===== config.mk =====
export PLATFORM = sky130hd
export DESIGN_NAME = temp_sensor_reading_qualifier
export DESIGN_NICKNAME = d
export VERILOG_FILES = /design/src/rtl/tsrq_pkg.sv /design/src/rtl/tsrq_check.sv /design/src/rtl/temp_sensor_reading_qualifier.sv
export SDC_FILE = /design/constraint.sdc
export NUM_CORES = 1
export LEC_CHECK = 0
export CAP_MARGIN = 10
export CORE_MARGIN = 4
export CORE_UTILIZATION = 40
export CTS_CLUSTER_DIAMETER = 100
export CTS_CLUSTER_SIZE = 14
export DETAILED_ROUTE_END_ITERATION = 8
export DONT_BUFFER_PORTS = 1
export PLACE_DENSITY = 0.57
export SYNTH_ARGS = -nofsm -noshare
export SYNTH_HDL_FRONTEND = slang
export SYNTH_SLANG_ARGS = --single-unit

===== constraint.sdc =====
create_clock -name clk_i -period 4.3 [get_ports clk_i]
set_input_delay 0.86 -clock clk_i [delete_from_list [all_inputs] [get_ports clk_i]]
set_output_delay 0.86 -clock clk_i [all_outputs]
set_load 0.005 [all_outputs]

===== src/rtl/tsrq_pkg.sv =====
`timescale 1ns / 1ps
`default_nettype none
// ----------------------------------------------------------------------------
// tsrq_pkg - temperature sensor reading qualifier shared definitions
// Item kinds, error codes, limits, CRC-8 helpers and the check result type.
// ----------------------------------------------------------------------------
package tsrq_pkg;

  // Widths
  localparam int AGE_BITS = 20;
  localparam int STALE_W  = 20;
  localparam int FAIL_W   = 8;
  localparam int CMP_W    = (AGE_BITS > STALE_W) ? AGE_BITS : STALE_W;

  // Limits and reset values
  localparam logic [AGE_BITS-1:0] AGE_MAX          = '1;
  localparam logic [AGE_BITS-1:0] AGE_ONE          = AGE_BITS'(1);
  localparam logic [STALE_W-1:0]  STALE_RESET      = STALE_W'(60000);
  localparam logic [FAIL_W-1:0]   FAIL_LIMIT_RESET = FAIL_W'(15);
  localparam logic [FAIL_W-1:0]   STREAK_MAX       = FAIL_W'(255);
  localparam logic signed [15:0]  RAW_LOW_EXCL     = -16'sd640;
  localparam logic signed [15:0]  RAW_HIGH_EXCL    = 16'sd1360;
  localparam logic [7:0]          CRC_POLY         = 8'h8C;

  // Input item kinds
  typedef enum logic [1:0] {
    KIND_TICK        = 2'd0,
    KIND_READING     = 2'd1,
    KIND_NO_PRESENCE = 2'd2,
    KIND_UNUSED      = 2'd3
  } kind_e;

  // Result error codes
  typedef enum logic [2:0] {
    ERR_NONE        = 3'd0,
    ERR_NO_PRESENCE = 3'd1,
    ERR_CRC         = 3'd2,
    ERR_RANGE       = 3'd3,
    ERR_IMPLAUSIBLE = 3'd4
  } err_code_e;

  // Configuration register indexes
  typedef enum logic {
    CFG_STALE_AFTER = 1'b0,
    CFG_FAIL_LIMIT  = 1'b1
  } cfg_idx_e;

  // Outcome of checking one scratchpad
  typedef struct packed {
    err_code_e          err;
    logic signed [11:0] tenths;
  } check_t;

  // Bit-serial Maxim CRC-8 (reflected, init 0); used only at elaboration
  function automatic logic [7:0] crc8_serial_f(input logic [63:0] msg);
    logic [7:0] crc;
    crc = '0;
    for (int i = 0; i < 8; i++) begin
      crc ^= msg[i*8 +: 8];
      for (int b = 0; b < 8; b++) begin
        crc = crc[0] ? ((crc >> 1) ^ CRC_POLY) : (crc >> 1);
      end
    end
    return crc;
  endfunction

  // CRC contribution of each message bit (CRC is linear with zero init)
  function automatic logic [63:0][7:0] crc_cols_f();
    logic [63:0][7:0] cols;
    for (int p = 0; p < 64; p++) begin
      cols[p] = crc8_serial_f(64'd1 << p);
    end
    return cols;
  endfunction

  localparam logic [63:0][7:0] CRC_COLS = crc_cols_f();

  // Parallel CRC-8: XOR of the columns of the set bits
  function automatic logic [7:0] crc8_f(input logic [63:0] msg);
    logic [7:0] crc;
    crc = '0;
    for (int p = 0; p < 64; p++) begin
      if (msg[p]) crc ^= CRC_COLS[p];
    end
    return crc;
  endfunction

endpackage
`default_nettype wire


===== src/rtl/tsrq_check.sv =====
`timescale 1ns / 1ps
`default_nettype none
// ----------------------------------------------------------------------------
// tsrq_check - scratchpad check and temperature conversion
// CRC, range and plausibility checks in priority order, plus the conversion
// of the raw 1/16 degree value to tenths rounded half away from zero.
// ----------------------------------------------------------------------------
module tsrq_check (
  input  wire logic [63:0]        scratch_i,
  input  wire logic [7:0]         crc_i,
  output tsrq_pkg::check_t        check_o,
  output logic signed [15:0]      raw_o
);

  logic               crc_ok;
  logic               in_range;
  logic               implausible;
  logic signed [15:0] raw;
  logic [15:0]        mag_full;
  logic [10:0]        mag;
  logic [13:0]        scaled;
  logic signed [11:0] tpos;

  assign raw   = signed'(scratch_i[15:0]);
  assign raw_o = raw;

  // Checks
  assign crc_ok      = (tsrq_pkg::crc8_f(scratch_i) == crc_i);
  assign in_range    = (raw > tsrq_pkg::RAW_LOW_EXCL) && (raw < tsrq_pkg::RAW_HIGH_EXCL);
  assign implausible = (scratch_i[31:0] == 32'd0) || (raw == 16'sd0);

  // tenths = (5*|raw| + 4) >> 3; magnitude fits 11 bits inside the range
  assign mag_full = raw[15] ? (16'd0 - scratch_i[15:0]) : scratch_i[15:0];
  assign mag      = mag_full[10:0];
  assign scaled   = {1'b0, mag, 2'b00} + {3'b000, mag} + 14'd4;
  assign tpos     = {2'b00, scaled[12:3]};

  // Priority of error reporting
  always_comb begin
    check_o.tenths = raw[15] ? -tpos : tpos;
    priority if (!crc_ok) begin
      check_o.err = tsrq_pkg::ERR_CRC;
    end else if (!in_range) begin
      check_o.err = tsrq_pkg::ERR_RANGE;
    end else if (implausible) begin
      check_o.err = tsrq_pkg::ERR_IMPLAUSIBLE;
    end else begin
      check_o.err = tsrq_pkg::ERR_NONE;
    end
  end

endmodule
`default_nettype wire


===== src/rtl/temp_sensor_reading_qualifier.sv =====
`timescale 1ns / 1ps
`default_nettype none
// ----------------------------------------------------------------------------
// temp_sensor_reading_qualifier - scratchpad decode and live tracking
// Qualifies ticks, readings and no-presence events; keeps the last good
// temperature, the fail streak, the age since the last good reading and live.
// ----------------------------------------------------------------------------
// Usage: one item per transaction on the input channel, exactly one result per
// item on the output channel, in order. The block accepts one item every
// cycle unless the output side holds back a result; each item passes through the
// input register, then the result register. The whole check and state update sits in
// one combinational pass between those two registers, so throughput is one
// item per clock as long as the output side takes results; in_ready_o follows
// out_ready_i combinationally. Configuration writes are never held off
// (cfg_ready_o is always high) and should be issued only while no item is in
// flight. There is no memory and no initialization pass after reset.
// ----------------------------------------------------------------------------
module temp_sensor_reading_qualifier (
  input  wire logic                clk_i,
  input  wire logic                rst_ni,
  // Configuration write channel
  input  wire logic                cfg_valid_i,
  output logic                     cfg_ready_o,
  input  wire logic                cfg_index_i,
  input  wire logic [19:0]         cfg_data_i,
  // Input item channel
  input  wire logic                in_valid_i,
  output logic                     in_ready_o,
  input  wire logic [1:0]          kind_i,
  input  wire logic [7:0]          scratch_byte0_i,
  input  wire logic [7:0]          scratch_byte1_i,
  input  wire logic [7:0]          scratch_byte2_i,
  input  wire logic [7:0]          scratch_byte3_i,
  input  wire logic [7:0]          scratch_byte4_i,
  input  wire logic [7:0]          scratch_byte5_i,
  input  wire logic [7:0]          scratch_byte6_i,
  input  wire logic [7:0]          scratch_byte7_i,
  input  wire logic [7:0]          scratch_crc_i,
  // Result channel
  output logic                     out_valid_o,
  input  wire logic                out_ready_i,
  output logic                     live_o,
  output logic signed [10:0]       temp_tenths_o,
  output logic                     reading_ok_o,
  output logic [2:0]               error_code_o,
  output logic [7:0]               fail_count_o,
  output logic signed [15:0]       raw_sixteenths_o
);

  // Configuration registers
  logic [tsrq_pkg::STALE_W-1:0] stale_q;
  logic [tsrq_pkg::FAIL_W-1:0]  fail_limit_q;

  // Tracking state
  logic [tsrq_pkg::FAIL_W-1:0]   streak_q, streak_d;
  logic                          live_q, live_d;
  logic [tsrq_pkg::AGE_BITS-1:0] age_q, age_d;
  logic signed [11:0]            held_q, held_d;

  // Input register
  logic        s1_valid_q;
  logic [1:0]  s1_kind_q;
  logic [63:0] s1_scratch_q;
  logic [7:0]  s1_crc_q;
  logic        s1_adv;

  // Result register
  logic                     out_valid_q;
  logic                     ok_d;
  tsrq_pkg::err_code_e      err_d;
  logic signed [15:0]       raw_d;

  tsrq_pkg::check_t         check;
  logic signed [15:0]       check_raw;
  logic [tsrq_pkg::FAIL_W-1:0]   streak_inc;
  logic [tsrq_pkg::AGE_BITS-1:0] age_inc;

  // Handshakes
  assign cfg_ready_o = 1'b1;
  assign s1_adv      = s1_valid_q && (!out_valid_q || out_ready_i);
  assign in_ready_o  = !s1_valid_q || s1_adv;
  assign out_valid_o = out_valid_q;

  // Configuration writes
  always_ff @(posedge clk_i or negedge rst_ni) begin
    if (!rst_ni) begin
      stale_q      <= tsrq_pkg::STALE_RESET;
      fail_limit_q <= tsrq_pkg::FAIL_LIMIT_RESET;
    end else if (cfg_valid_i) begin
      unique case (tsrq_pkg::cfg_idx_e'(cfg_index_i))
        tsrq_pkg::CFG_STALE_AFTER: stale_q      <= cfg_data_i;
        tsrq_pkg::CFG_FAIL_LIMIT:  fail_limit_q <= cfg_data_i[tsrq_pkg::FAIL_W-1:0];
        default: ;
      endcase
    end
  end

  // Input register
  always_ff @(posedge clk_i or negedge rst_ni) begin
    if (!rst_ni) begin
      s1_valid_q <= 1'b0;
    end else if (in_ready_o) begin
      s1_valid_q <= in_valid_i;
    end
  end

  always_ff @(posedge clk_i) begin
    if (in_ready_o && in_valid_i) begin
      s1_kind_q    <= kind_i;
      s1_scratch_q <= {scratch_byte7_i, scratch_byte6_i, scratch_byte5_i, scratch_byte4_i,
                       scratch_byte3_i, scratch_byte2_i, scratch_byte1_i, scratch_byte0_i};
      s1_crc_q     <= scratch_crc_i;
    end
  end

  // Scratchpad check
  tsrq_check u_check (
    .scratch_i (s1_scratch_q),
    .crc_i     (s1_crc_q),
    .check_o   (check),
    .raw_o     (check_raw)
  );

  // Saturating counters
  assign streak_inc = (streak_q != tsrq_pkg::STREAK_MAX) ? streak_q + tsrq_pkg::FAIL_W'(1)
                                                         : streak_q;
  assign age_inc    = (age_q != tsrq_pkg::AGE_MAX) ? age_q + tsrq_pkg::AGE_ONE : age_q;

  // Next state and result for the item in the input register
  always_comb begin
    streak_d = streak_q;
    live_d   = live_q;
    age_d    = age_q;
    held_d   = held_q;
    ok_d     = 1'b0;
    err_d    = tsrq_pkg::ERR_NONE;
    raw_d    = 16'sd0;
    unique case (tsrq_pkg::kind_e'(s1_kind_q))
      tsrq_pkg::KIND_TICK: begin
        age_d = age_inc;
        if (live_q && (tsrq_pkg::CMP_W'(age_inc) > tsrq_pkg::CMP_W'(stale_q))) begin
          live_d = 1'b0;
        end
      end
      tsrq_pkg::KIND_READING: begin
        raw_d = check_raw;
        err_d = check.err;
        if (check.err == tsrq_pkg::ERR_NONE) begin
          ok_d     = 1'b1;
          streak_d = '0;
          live_d   = 1'b1;
          age_d    = '0;
          held_d   = check.tenths;
        end else begin
          streak_d = streak_inc;
          if (streak_inc >= fail_limit_q) live_d = 1'b0;
        end
      end
      tsrq_pkg::KIND_NO_PRESENCE: begin
        err_d    = tsrq_pkg::ERR_NO_PRESENCE;
        streak_d = streak_inc;
        if (streak_inc >= fail_limit_q) live_d = 1'b0;
      end
      tsrq_pkg::KIND_UNUSED: ;
      default: ;
    endcase
  end

  // State commit
  always_ff @(posedge clk_i or negedge rst_ni) begin
    if (!rst_ni) begin
      streak_q <= '0;
      live_q   <= 1'b0;
      age_q    <= '0;
      held_q   <= '0;
    end else if (s1_adv) begin
      streak_q <= streak_d;
      live_q   <= live_d;
      age_q    <= age_d;
      held_q   <= held_d;
    end
  end

  // Result register
  always_ff @(posedge clk_i or negedge rst_ni) begin
    if (!rst_ni) begin
      out_valid_q <= 1'b0;
    end else if (s1_adv) begin
      out_valid_q <= 1'b1;
    end else if (out_ready_i) begin
      out_valid_q <= 1'b0;
    end
  end

  always_ff @(posedge clk_i) begin
    if (s1_adv) begin
      live_o           <= live_d;
      temp_tenths_o    <= held_d[10:0];
      reading_ok_o     <= ok_d;
      error_code_o     <= err_d;
      fail_count_o     <= streak_d;
      raw_sixteenths_o <= raw_d;
    end
  end

  // Assertions
  a_ok_means_live : assert property (@(posedge clk_i) disable iff (!rst_ni)
    out_valid_o && reading_ok_o |->
      live_o && (fail_count_o == 8'd0) && (error_code_o == tsrq_pkg::ERR_NONE))
    else $error("accepted reading without live, zero streak and no error");

  a_fail_counts : assert property (@(posedge clk_i) disable iff (!rst_ni)
    out_valid_o && (error_code_o != tsrq_pkg::ERR_NONE) |->
      (fail_count_o != 8'd0) && !reading_ok_o)
    else $error("failed item did not raise the fail streak");

  a_s1_holds : assert property (@(posedge clk_i) disable iff (!rst_ni)
    s1_valid_q && !s1_adv |=> s1_valid_q && $stable(s1_kind_q) && $stable(s1_scratch_q))
    else $error("stalled item in input register was lost or overwritten");

endmodule
`default_nettype wire


==> results by stage, run 1 <==
STA:
- The share of the clock period used by the worst path is 0.9515.
- The number of hold-slack violations in the final timing report came to 0.
- The tightest hold path in the finished design has a slack of 107.1 ps.
- Between clock sinks in the finished design, the worst skew comes to 18.45 ps.
- The max-slew violation total from the final report is 0.
- Based on the critical path, the design can be clocked at up to 0.2444 GHz.
- After layout, the minimum clock period comes to 4091 ps.
- Measured against its own limit, the worst slew margin works out to 0.3614.
- After layout, the worst setup slack is 208.5 ps.
- The actual slew at the worst max-slew pin is 957.9 ps.
- The final-report setup violation count is 0.
- Setup repair after global routing could not meet its margin everywhere.

Drt:
- The final antenna-violating net count is 0.
- After detailed routing, the average wire length per cell comes to 18.60 µm.
- Summing over every cut layer, the via total after detailed routing is 6,142.
- After detailed routing, the number of remaining DRC violations is 0.
- After the first detailed-routing iteration, the DRC count stood at 340.
- The first detailed-routing pass took 5 iterations.
- The final wirelength is 22.45 mm.
- The via count normalized by instance count is 5.089.

Setup path:
- In this run the worst setup path begins at s1_scratch_q[2].
- The kind of capture point of the worst setup path is a flop.
- The critical path is of the reg2reg type.
- The highest fanout seen on the critical path is 3.
- In this design, the stage delay of the slowest critical-path cell is 550 ps.
- The nature of the critical path startpoint is a flop.
- On the critical path, the stage with the largest delay is an instance of sky130_fd_sc_hd__or4_1.
- In this run the critical register-to-register path is launched from s1_scratch_q[2].
- Traced cell by cell, the critical path runs through inv_1 -> ha_1 -> nand2_1 -> nand2_1 -> xnor2_2 -> ha_1 -> ha_1 -> inv_1 -> fa_1 -> inv_1 -> a21o_1 -> a21oi_2 -> xnor2_1 -> or4_1 -> or2_2 -> o41a_1 -> mux2_2.
- At the worst endpoint, the required time is 4480 ps.
- STA puts the critical path data arrival time at 4280 ps.

Clock network:
- In this run, post-CTS hold repair placed 0 buffers.
- Clock tree synthesis selected as its root buffer the cell sky130_fd_sc_hd__clkbuf_16.
- After clock tree synthesis, the clock-pin slew on the worst setup and hold paths is 80 ps.
- CTS built an H-tree with a depth of 4.
- The clock net in this run drives a total of 184 sinks.
- TritonCTS built the clock tree.
- The number of CTS-inserted buffers is 17.
- In this run the deepest clock path goes through 2 buffers.
- The clock network latency to the later pin of the worst-skew pair is 440 ps.

Global routing:
- Summed over all layers, the global routing overflow is 0.
- In the global route stage, overall resource usage came out at 0.1570.
- The global-route wire length before repair is 35.16 mm.
- In the global route stage, met3 resource usage came out at 0.04251.
- The met1 routing resource usage after global routing is 0.2100.
- The number of antenna violations at the first check in global routing is 2.
- The via count of the first global-routing pass is 6,342.
- For this run, global-route usage on met2 was measured as 0.2544.
- Entering global routing, the biggest net connects 75 pins.
- In this run the most used layer during global routing was met2.

Logic synthesis:
- Summed over all instances, the cell type with the most area after synthesis is sky130_fd_sc_hd__edfxtp_1.
- By area the synthesized netlist is led by sky130_fd_sc_hd__edfxtp_1 (33%), sky130_fd_sc_hd__dfrtp_1 (14%), sky130_fd_sc_hd__xnor2_1 (8.4%).
- The number of flops mapped to enable cells by yosys is 114.
- The leading register cell type out of synthesis is sky130_fd_sc_hd__edfxtp_1.
- The synthesized netlist occupies a cell area of 10,480 µm².
- Synthesis handed over a netlist of 863 instances.
- The post-synthesis register bit count is 184.
- The number of distinct library cell variants in the gate-level netlist after synthesis is 53.
- The share of synthesized registers carrying an async set or reset is 0.3804.
- The share of synthesized area in the top cell type comes to 0.3267.
- Counting every net in the synthesized netlist gives 1,018.
- Of the synthesized area, sequential elements account for 0.4952.
- The yosys synthesis warning count is 0.
- Each instance of the synthesized netlist takes up on average 12.14 µm².

Die:
- The core region is 25,470 µm².
- In this run the count of I/O pins placed on the die edge is 143.
- The floorplan step defined a die boundary enclosing 28,850 µm².
- The x dimension of the die is 169.9 µm.
- In this run the vertical extent of the chip is 169.9 µm.
- The initial utilization of the core area, before any placement, comes to 0.4114.
- The floorplan has 58 rows.

Pwr:
- The power per cell area is 465.4 nW/µm².
- Total power for the finished layout comes to 5.355 mW.
- The standby leakage power is 5.064 nW.
- The worst voltage drop across the vdd grid is 0.0002499 V.

Place:
- The detailed placer's ending HPWL is 16.77 mm.
- The weighted congestion at the end of routability-driven global placement is 0.8135.
- At the placement stage, the worst setup path has a slack of 120.8 ps.
- The count of port buffers added during placement is 0.
- The number of placed cells counting well taps is 1,171.

Finish:
- The finished layout holds 1,207 standard cells, fillers aside.
- The area taken by multi-input logic gates is 4987 µm².
- The area taken by flip-flops and latches is 5189 µm².
- In the layout the commonest cells are sky130_fd_sc_hd__edfxtp_1 (114), sky130_fd_sc_hd__xnor2_1 (99), sky130_fd_sc_hd__nand2_1 (67), sky130_fd_sc_hd__dfrtp_1 (59), sky130_fd_sc_hd__ha_1 (54).
- The final layout contains 1,018 nets.
- Compared with the post-synthesis result, the final layout area differs by 9.791%.
- Leaving out fill and tap cells, the most frequent cell in the layout is sky130_fd_sc_hd__edfxtp_1.
- In the final layout, the share of cells above drive strength 1 is 0.1221.
- The filler cells instantiated in the layout total 2,307.

Run status:
- The run finished with clean final reports.

Flow run:
- The number of violations of the max-capacitance limit is 0.

Worst hold path:
- The worst hold path belongs to the class in2async.
==> flip-flops by register name (all words and copies together), names as in the netlist <==
signal            count
age_q                20
error_code_o          3
fail_count_o          8
fail_limit_q          8
held_q               11
live_o                1
live_q                1
out_valid_o           1
raw_sixteenths_o     16
reading_ok_o          1
s1_crc_q              8
s1_kind_q             2
s1_scratch_q         64
s1_valid_q            1
stale_q              20
streak_q              8
temp_tenths_o        11
==> layout make-up <==
| cell class | instances | area share |
|---|---|---|
| Clock inverter | 15 | 0.01664 |
| Multi-Input combinational cell | 597 | 0.4335 |
| Antenna cell | 1 | 0.0002175 |
| Sequential cell | 184 | 0.4510 |
| Timing Repair Buffer | 16 | 0.01044 |
| Clock buffer | 17 | 0.03698 |
| Tap cell | 330 | 0.03589 |
| Inverter | 47 | 0.01533 |
==> worst max-delay path, delay by kind of cell (launching register included) <==
kind                     cells  cell delay, ps
buffers and inverters        3             230
AO/OA/AOI/OAI                3             530
AND/OR/NAND/NOR              4            1060
adder cells (fa/ha/maj)      4            1040
XOR/XNOR                     2             320
flip-flops                   1             400
multiplexers                 1             270
==> path summary, 6_finish.rpt <==
check | depth (start not counted) | slack, ps | endpoint
worst max-delay path | 17 | 210 | temp_tenths_o[10]
worst min-delay path | 0 | 110 | age_q[11]
worst max register to register | 17 | 210 | temp_tenths_o[10]
worst min register to register | 2 | 490 | held_q[0]
max in group asynchronous | 0 | 3990 | fail_limit_q[3]
min in group clk_i | 2 | 490 | held_q[0]
==> report_power, final <==
part           switching, mW  internal, mW
clock                  0.829         0.800
combinational          0.684         0.840
sequential             0.141          2.06
total                   1.65          3.70
==> cell usage after synthesis (all sizes together), types with 3 or more instances <==
library cell / count
mux2: 31
a21oi: 17
mux2i: 4
and4: 5
nor2b: 9
and3: 16
a22o: 5
o21bai: 4
clkbuf: 22
xor2: 30
or4: 3
edfxtp: 114
xnor2: 101
nand3: 20
o21ai: 46
inv: 47
nand2b: 7
dfrtp: 59
nor4: 3
nor2: 38
a21o: 23
a31oi: 9
o21a: 6
dfstp: 11
nand4: 12
ha: 54
nand2: 68
buf: 13
and2: 18
xnor3: 33
nor3: 4
o31ai: 12
==> kinds of logic (layout without fill, tap and decap cells) <==
kind of cell | after synthesis | in the layout | synth area share
and+or+nand+nor | 211 | 211 | 0.1011
DFF | 184 | 184 | 0.4952
AOI/OAI and AO/OA | 129 | 129 | 0.07797
muxes | 35 | 35 | 0.04072
adders and majority gates | 55 | 55 | 0.06639
buffers and inverters | 82 | 95 | 0.03260
other | 1 | 2 | 0.0003579
xor gates and xnor gates | 166 | 166 | 0.1857
==> layer usage <==
metal	wire length, µm	vias up	part of all wire
met4	223	4	0.0099
li1	-	3047	-
met2	10880	111	0.48
met3	1117	18	0.050
met5	24	-	0.0011
met1	10200	2962	0.45
==> metrics by stage <==
step                      TNS (ps)  utilization  instance area (µm²)
after CTS                        0       0.4494                11450
after global placement           0       0.4251                10830
after floorplan                  0            -                10480
final                            0       0.4517                11500
after global routing        -138.6       0.4516                11500
after detailed placement         0       0.4251                10830
==> repair_timing <==
action | 4_1_cts | 5_1_grt
resized for setup | 0 | 7
buffers inserted | 0 | 3
endpoints found under the setup margin | 0 | 6
No activity file was read; power rests on OpenSTA's default activity.
==> inputs of run 2 (changes only) <==
--- a/config.mk
+++ b/config.mk
@@ -13,6 +13,7 @@
 export DETAILED_ROUTE_END_ITERATION = 8
 export DONT_BUFFER_PORTS = 1
 export PLACE_DENSITY = 0.57
+export RECOVER_POWER = 25
 export SYNTH_ARGS = -nofsm -noshare
 export SYNTH_HDL_FRONTEND = slang
 export SYNTH_SLANG_ARGS = --single-unit
==> constraint.sdc (replaced) <==
create_clock -name clk_i -period 4.3 [get_ports clk_i]
set_input_delay 0.215 -clock clk_i [delete_from_list [all_inputs] [get_ports clk_i]]
set_output_delay 0.215 -clock clk_i [all_outputs]
set_load 0.005 [all_outputs]
==> results by stage, run 2 (synthesis gave the netlist of run 1 again) <==
Clock network:
- TritonCTS built the clock tree.
- Clock-pin slew was measured on the worst setup and hold paths at 80 ps.
- The number of clock buffers added by TritonCTS is 17.
- The tree is rooted in a sky130_fd_sc_hd__clkbuf_16.
- The count of clock tree sinks is 184.
- The deepest clock path buffer count is 2.
- The total number of H-tree levels is 4.
- The clock reaches the later pin of the worst-skew pair after 440 ps.

Place:
- The wire-length estimate of the detail-placed layout is 16.58 mm.
- The congestion estimate from routability-driven global placement came to 0.8068.
- The post-place setup slack is 150.2 ps.
- Once placement completed, the tool counted placed cells totaling 1,173.
- Port buffering added 0 buffers.

Setup path:
- The number of cells on the worst reg-to-reg path is 17.
- On the critical path the largest part of the delay comes from adder cells.
- The worst register-to-register path begins at s1_scratch_q[1].
- The slack of the worst reg-to-reg path is 240 ps.
- The kind of critical path is reg2reg.
- In this run the number of cells on the critical path is 17.
- Data on the critical path is required at its endpoint by 4490 ps.
- The largest individual stage delay along the critical path comes from the cell sky130_fd_sc_hd__or4_1.
- Counting both buffers and inverters, the worst setup path holds a total of 3.
- The endpoint arrival time on the critical path is 4250 ps.
- The capture point of the worst path is temp_tenths_o[10].
- For this run, the slowest stage of the critical path takes 560 ps.
- In this run the critical register-to-register path is captured at temp_tenths_o[10].
- The critical path goes through inv_1 -> ha_1 -> nand2_2 -> nand2_1 -> xnor2_2 -> ha_1 -> ha_1 -> inv_1 -> fa_1 -> inv_1 -> a21o_1 -> a21oi_2 -> xnor2_1 -> or4_1 -> or2_2 -> o41a_1 -> mux2_2.
- STA classifies the critical path startpoint as a flop.
- The launching instance or port of the critical path is s1_scratch_q[1].
- The kind of capture point of the worst setup path is a flop.
- Along the worst path, the maximum fanout reaches 4.

STA:
- The max-slew violation total from the final report came to 71.
- Measured against its own limit, the worst slew margin works out to -1.132.
- The final-report setup violation count is 0.
- The number of hold-slack violations in the final timing report is 0.
- The highest achievable clock rate is 0.2462 GHz.
- The clock period minus final worst setup slack is 4061 ps.
- Setup slack on the critical path of the routed design comes to 238.7 ps.
- In the finished design, the share of the clock period the worst path needs comes to 0.9445.
- The post-route clock skew is 18.04 ps.
- The actual slew at the worst max-slew pin is 3197 ps.
- Hold is met by 23.44 ps.
- After routing, the total negative slack on setup checks comes to 0 ps.

Die:
- The top-level port count is 143.
- The die covers 28,850 µm².
- The initial utilization of the core area, before any placement, comes to 0.4114.
- The vertical extent of the die is 169.9 µm.
- The floorplan has 58 rows.
- The die is 169.9 µm wide.
- The area inside the core boundary is 25,470 µm².

Run status:
- The flow ran to the end, but the final reports show violations.
- The final reports fail on capacitance limit, slew limit.

Pwr:
- The power per cell area is 435.3 nW/µm².
- The worst-case IR drop observed on VDD is 0.0002572 V.
- Of the total power, combinational logic draws 0.296.
- The proportion of total power due to net switching is 0.3092.
- The standby leakage power is 5.477 nW.
- Summed over all nets, the switching power comes to 1.680 mW.
- The share of total power dissipated in sequential elements is 0.405.
- The share of total power dissipated in the clock network is 0.299.
- The internal portion of the total power is 3.753 mW.

Drt:
- The via count normalized by instance count is 5.035.
- Dividing the detail-routed wire length by the instance count gives 17.59 µm.
- For this block, the routed nets add up to 22.94 mm of wire.
- After detailed routing, the number of remaining DRC violations is 0.
- For this block, the initial DRC count from the detailed router was 295.
- The detail route stage leaves a number of antenna-violating nets equal to 0.
- The detailed router placed 6,565 vias in this run.
- The count of TritonRoute iterations in the first routing pass is 4.

Finish:
- Leaving out fill and tap cells, the most frequent cell in the layout is sky130_fd_sc_hd__edfxtp_1.
- The number of flip-flops under the largest register name is 64.
- The largest registers in the layout are s1_scratch_q: 64 flops, age_q: 20 flops, stale_q: 20 flops.
- Leaving out fill and tap cells, the most frequent cells in the layout are sky130_fd_sc_hd__edfxtp_1 (114), sky130_fd_sc_hd__xnor2_1 (99), sky130_fd_sc_hd__dlygate4sd3_1 (96), sky130_fd_sc_hd__nand2_1 (66), sky130_fd_sc_hd__dfrtp_1 (59).
- The number of nets in the layout is 1,115.
- The proportion of layout cells with a drive suffix above 1 is 0.1120.
- The final standard cell count with taps included and fillers excluded is 1,304.
- The area added between synthesis and finish is 19.08%.
- Ranked by flip-flop count, first place goes to s1_scratch_q.
- The final standard cell utilization of the core is 0.4899.

Global routing:
- For this run, the total global-route usage over all layers was measured as 0.1611.
- The first global-routing pass estimated 36.46 mm of wire.
- The residual overflow from global routing is 0.
- The maximum number of pins on one net before global-route repair is 75.
- The via count of the first global-routing pass is 6,727.
- The number of antenna violations at the first check in global routing is 1.

Flow run:
- The number of violations of the max-capacitance limit is 1.

Worst hold path:
- The min-delay analysis places its worst path in the category in2reg.
-- run 2: changes by cell type in the layout (fill, tap and decap cells not counted), sizes merged --
| cell | previous run | this run |
|---|---|---|
| clkinv | 7 | 6 |
| dlygate4sd3 | 0 | 96 |
| dlymetal6s4s | 0 | 1 |
| inv | 55 | 56 |
-- run 2: final cells by class --
class / count / area, µm²
inverter: 47 / 176.4
multi-input combinational: 597 / 4990
clock buffer: 17 / 425.4
antenna: 1 / 2.502
fill: 2245 / 12990
tap: 330 / 412.9
sequential: 184 / 5189
timing repair buffer: 113 / 1094
clock inverter: 15 / 188.9
-- run 2: routing by layer --
layer / part of all wire / vias to the layer above / routed length, µm / GRT usage
met2: 0.49 / 139 / 11330 / 0.2700
li1: - / 3230 / - / -
met4: 0.0094 / 0 / 216 / 0.03500
met5: 0 / - / 0 / 0
met3: 0.053 / 16 / 1215 / 0.03972
met1: 0.44 / 3180 / 10180 / 0.2136
-- run 2: worst reg2reg max path: stages (launching register included) --
cell	delay (ps)
sky130_fd_sc_hd__edfxtp_1	380
sky130_fd_sc_hd__inv_1	100
sky130_fd_sc_hd__ha_1	210
sky130_fd_sc_hd__nand2_2	80
sky130_fd_sc_hd__nand2_1	90
sky130_fd_sc_hd__xnor2_2	170
sky130_fd_sc_hd__ha_1	290
sky130_fd_sc_hd__ha_1	170
sky130_fd_sc_hd__inv_1	60
sky130_fd_sc_hd__fa_1	390
sky130_fd_sc_hd__inv_1	70
sky130_fd_sc_hd__a21o_1	130
sky130_fd_sc_hd__a21oi_2	70
sky130_fd_sc_hd__xnor2_1	150
sky130_fd_sc_hd__or4_1	560
sky130_fd_sc_hd__or2_2	310
sky130_fd_sc_hd__o41a_1	320
sky130_fd_sc_hd__mux2_2	270
-- run 2: power groups by stage --
stage / clock, mW / combinational, mW / sequential, mW
after floorplan: 0 / 1.28 / 2.18
after global placement: 0 / 1.51 / 2.24
after CTS: 1.67 / 1.62 / 2.20
final: 1.62 / 1.61 / 2.20
after detailed placement: 0 / 1.52 / 2.24
after global routing: 1.73 / 1.78 / 2.22
-- run 2: worst min-delay path by stage --
stage,startpoint,endpoint,slack (ps),depth (start not counted)
finish,out_ready_i,out_valid_o,20,2
global route,out_ready_i,out_valid_o,20,2
CTS,out_ready_i,out_valid_o,20,2
detailed placement,rst_ni,stale_q[12],-80,0
global placement,rst_ni,stale_q[12],-80,0
floorplan,rst_ni,age_q[0],-80,0
-- run 2: repair_timing --
item,CTS,global route
hold endpoints to repair,173,0
setup buffers,0,1
endpoints found under the setup margin,0,6
gates resized for setup,0,10
hold buffers,97,0
-- run 2: metrics by stage --
step                      instance area, µm²  power (mW)
after floorplan                        10480       3.453
after global placement                 10840       3.743
after detailed placement               10840       3.756
after CTS                              12450       5.488
after global routing                   12480       5.732
final                                  12480       5.432
==> inputs of run 3 (changes only) <==
--- a/config.mk
+++ b/config.mk
@@ -5,14 +5,13 @@
 export SDC_FILE = /design/constraint.sdc
 export NUM_CORES = 1
 export LEC_CHECK = 0
+export BUFFER_PORTS_ARGS = -buffer_cell sky130_fd_sc_hd__buf_4
 export CAP_MARGIN = 10
-export CORE_MARGIN = 4
 export CORE_UTILIZATION = 40
 export CTS_CLUSTER_DIAMETER = 100
 export CTS_CLUSTER_SIZE = 14
 export DETAILED_ROUTE_END_ITERATION = 8
-export DONT_BUFFER_PORTS = 1
-export PLACE_DENSITY = 0.57
+export PLACE_DENSITY = 0.62
 export RECOVER_POWER = 25
 export SYNTH_ARGS = -nofsm -noshare
 export SYNTH_HDL_FRONTEND = slang
==> results by stage, run 3 (synthesis gave the netlist of run 1 again) <==
Pwr:
- Power spread over the standard cell area amounts to 412.8 nW/µm².
- Of the total power, the share spent switching nets is 0.3087.
- The internal cell power is 3.847 mW.
- The sequential share of power is 0.393.
- The clock power share is 0.294.
- The analysis attributes to cell leakage a power of 6.100 nW.
- The fraction of power consumed by combinational cells is 0.313.
- The worst voltage drop across the vdd grid is 0.0002731 V.
- The power dissipated by switching net loads is 1.718 mW.

Clock network:
- The clock network latency to the later pin of the worst-skew pair is 440 ps.
- The number of CTS-inserted buffers is 17.
- The clock slew seen by the registers of the worst setup and hold paths is 80 ps.
- Clock tree synthesis selected as its root buffer the cell sky130_fd_sc_hd__clkbuf_16.
- The deepest clock path buffer count is 2.
- The count of clock tree sinks is 184.
- The total number of H-tree levels is 4.
- The clock tree from TritonCTS is built.

Die:
- The area inside the core boundary is 25,470 µm².
- In this run the core area contains 58 standard-cell rows.
- The vertical extent of the die is 163.9 µm.
- The top-level port count is 143.
- The die covers 26,850 µm².
- The initial utilization of the core area, before any placement, comes to 0.4114.
- The x dimension of the die is 163.9 µm.

Global routing:
- The global-route track usage on met3 is 0.02929.
- The number of antenna violations at the first check in global routing is 1.
- Entering global routing, the biggest net connects 75 pins.
- The via count of the first global-routing pass is 7,143.
- The first global-routing pass estimated 37.53 mm of wire.
- In the global route stage, met2 resource usage came out at 0.3107.
- The routing layer with the top usage in global route is met2.
- The met1 routing resource usage after global routing is 0.2402.
- Global routing finished with a remaining overflow of 0.
- The all-layer global routing usage is 0.1834.

Drt:
- Detailed routing inserted a total of 7,015 vias.
- The DRC violations left is 0.
- Summed over all layers, the routed wires come to 23.48 mm.
- The count of TritonRoute iterations in the first routing pass is 4.
- The iteration-0 DRC count of the detailed router is 373.
- The via count normalized by instance count is 4.868.
- After detailed routing, the average wire length per cell comes to 16.29 µm.
- The final antenna-violating net count is 0.

Setup path:
- The critical path starts at s1_scratch_q[2].
- The setup check on the worst reg-to-reg path leaves a slack of 250 ps.
- By startpoint and endpoint, the worst setup path is classified as reg2reg.
- The kind of capture point of the worst setup path is a flop.
- For the worst setup path, the data required time is 4490 ps.
- The endpoint arrival time on the critical path is 4250 ps.
- The worst setup path is launched from a flop.
- The endpoint identified for the worst register-to-register timing path is temp_tenths_o[10].
- The startpoint identified for the worst register-to-register timing path is s1_scratch_q[2].
- The number of cells on the worst reg-to-reg path is 15.
- The highest fanout seen on the critical path is 3.

Worst hold path:
- The worst hold path begins at cfg_data_i[2].
- The path class of the tightest hold or removal check is in2reg.
- Along the worst hold path, the cell count comes to 2.
- The hold-critical path endpoint is fail_limit_q[2].

Finish:
- The area added between synthesis and finish is 28.63%.
- In the final layout, the share of cells above drive strength 1 is 0.2162.
- The final instance area is 13,480 µm².
- The final layout contains 1,252 nets.
- The final standard cell utilization of the core is 0.5292.
- The register with the most flip-flops in the final layout is s1_scratch_q.
- The largest registers in the layout are s1_scratch_q: 64 flops, age_q: 20 flops, stale_q: 20 flops.
- The top cell types in the final layout, fill and taps aside, are sky130_fd_sc_hd__edfxtp_1 (114), sky130_fd_sc_hd__xnor2_1 (99), sky130_fd_sc_hd__dlygate4sd3_1 (93), sky130_fd_sc_hd__clkbuf_4 (77), sky130_fd_sc_hd__buf_4 (75).
- The library cell used most frequently in the layout, excluding fill and tap cells, is sky130_fd_sc_hd__edfxtp_1.
- The number of flip-flops under the largest register name is 64.

STA:
- The share of the clock period used by the worst path is 0.9430.
- The actual slew at the worst max-slew pin is 1376 ps.
- Setup violations remaining at the end of the flow were counted as 0.
- Derived from the worst setup path, the maximum achievable clock frequency is 0.2466 GHz.
- The normalized max-slew margin is 0.08237.
- Setup repair after global routing left no endpoint under its margin.
- The clock arrives with 20.64 ps of skew.
- The clock period minus final worst setup slack is 4055 ps.
- The accumulated negative setup slack is 0 ps.
- The final hold slack is 38.60 ps.
- The max-slew violation total from the final report is 0.
- The number of hold-slack violations in the final timing report is 0.

Place:
- The weighted congestion at the end of routability-driven global placement is 0.8218.
- The count of port buffers added during placement is 141.
- Summing all placed instances gives a cell area of 11,900 µm².
- The detailed placer's ending HPWL is 16.45 mm.

Flow run:
- Across the run, the number of max-cap violations was 0.

Run status:
- The flow ran to the end, and the final reports show no timing, DRC or antenna violations.
-- run 3: critical path, cell delays in order, from the launching register on --
cell	delay [ps]
sky130_fd_sc_hd__edfxtp_1	410
sky130_fd_sc_hd__inv_1	130
sky130_fd_sc_hd__ha_1	160
sky130_fd_sc_hd__nand2_1	70
sky130_fd_sc_hd__o31ai_1	240
sky130_fd_sc_hd__xnor2_1	190
sky130_fd_sc_hd__ha_1	270
sky130_fd_sc_hd__ha_1	360
sky130_fd_sc_hd__a21oi_2	190
sky130_fd_sc_hd__o21bai_1	90
sky130_fd_sc_hd__a21oi_2	180
sky130_fd_sc_hd__xnor2_1	120
sky130_fd_sc_hd__or4_1	500
sky130_fd_sc_hd__or2_2	300
sky130_fd_sc_hd__o41a_1	320
sky130_fd_sc_hd__mux2_2	260
-- run 3: cell type report --
cell class | instances | area [µm²]
inverter | 47 | 176.4
fill | 2180 | 11990
timing repair buffer | 250 | 2091
clock buffer | 17 | 425.4
multi-input combinational | 597 | 4991
sequential | 184 | 5189
tap | 330 | 412.9
clock inverter | 15 | 191.4
antenna | 1 | 2.502
-- run 3: per-stage QoR --
| step | std cells | setup WS (ps) | power [mW] |
|---|---|---|---|
| 2_1_floorplan | 863 | 138.0 | 3.453 |
| 3_3_place_gp | 1314 | 253.9 | 3.848 |
| 3_5_place_dp | 1314 | 143.9 | 3.865 |
| 4_1_cts | 1439 | 131.3 | 5.585 |
| 5_1_grt | 1441 | 28.90 | 5.866 |
| 6_report | 1441 | 245.1 | 5.564 |
-- run 3: how the worst max path moves through the flow --
stage / slack [ps] / cells after the start / end
CTS: 130 / 15 / temp_tenths_o[10]
finish: 250 / 15 / temp_tenths_o[10]
global placement: 250 / 15 / temp_tenths_o[10]
floorplan: 140 / 16 / temp_tenths_o[10]
detailed placement: 140 / 15 / temp_tenths_o[10]
global route: 30 / 17 / temp_tenths_o[10]
-- run 3: repair_timing --
action / in CTS / in global routing
hold endpoints to repair: 151 / 0
hold buffers: 93 / 0
buffers inserted: 0 / 1
setup endpoints to repair: 0 / 8
resized for setup: 0 / 8
-- run 3: power by group through the flow --
stage          logic, mW  registers (mW)  clock network (mW)
6_report            1.74            2.19                1.64
5_1_grt             1.92            2.21                1.74
4_1_cts             1.72            2.19                1.67
3_5_place_dp        1.64            2.23                   0
3_3_place_gp        1.63            2.22                   0
2_1_floorplan       1.28            2.18                   0
-- run 3: layer usage --
metal  share of wire  vias to the layer above
met5               0                        -
met4          0.0078                        0
met1            0.45                     3357
met2            0.51                      137
met3           0.034                       10
li1                -                     3511
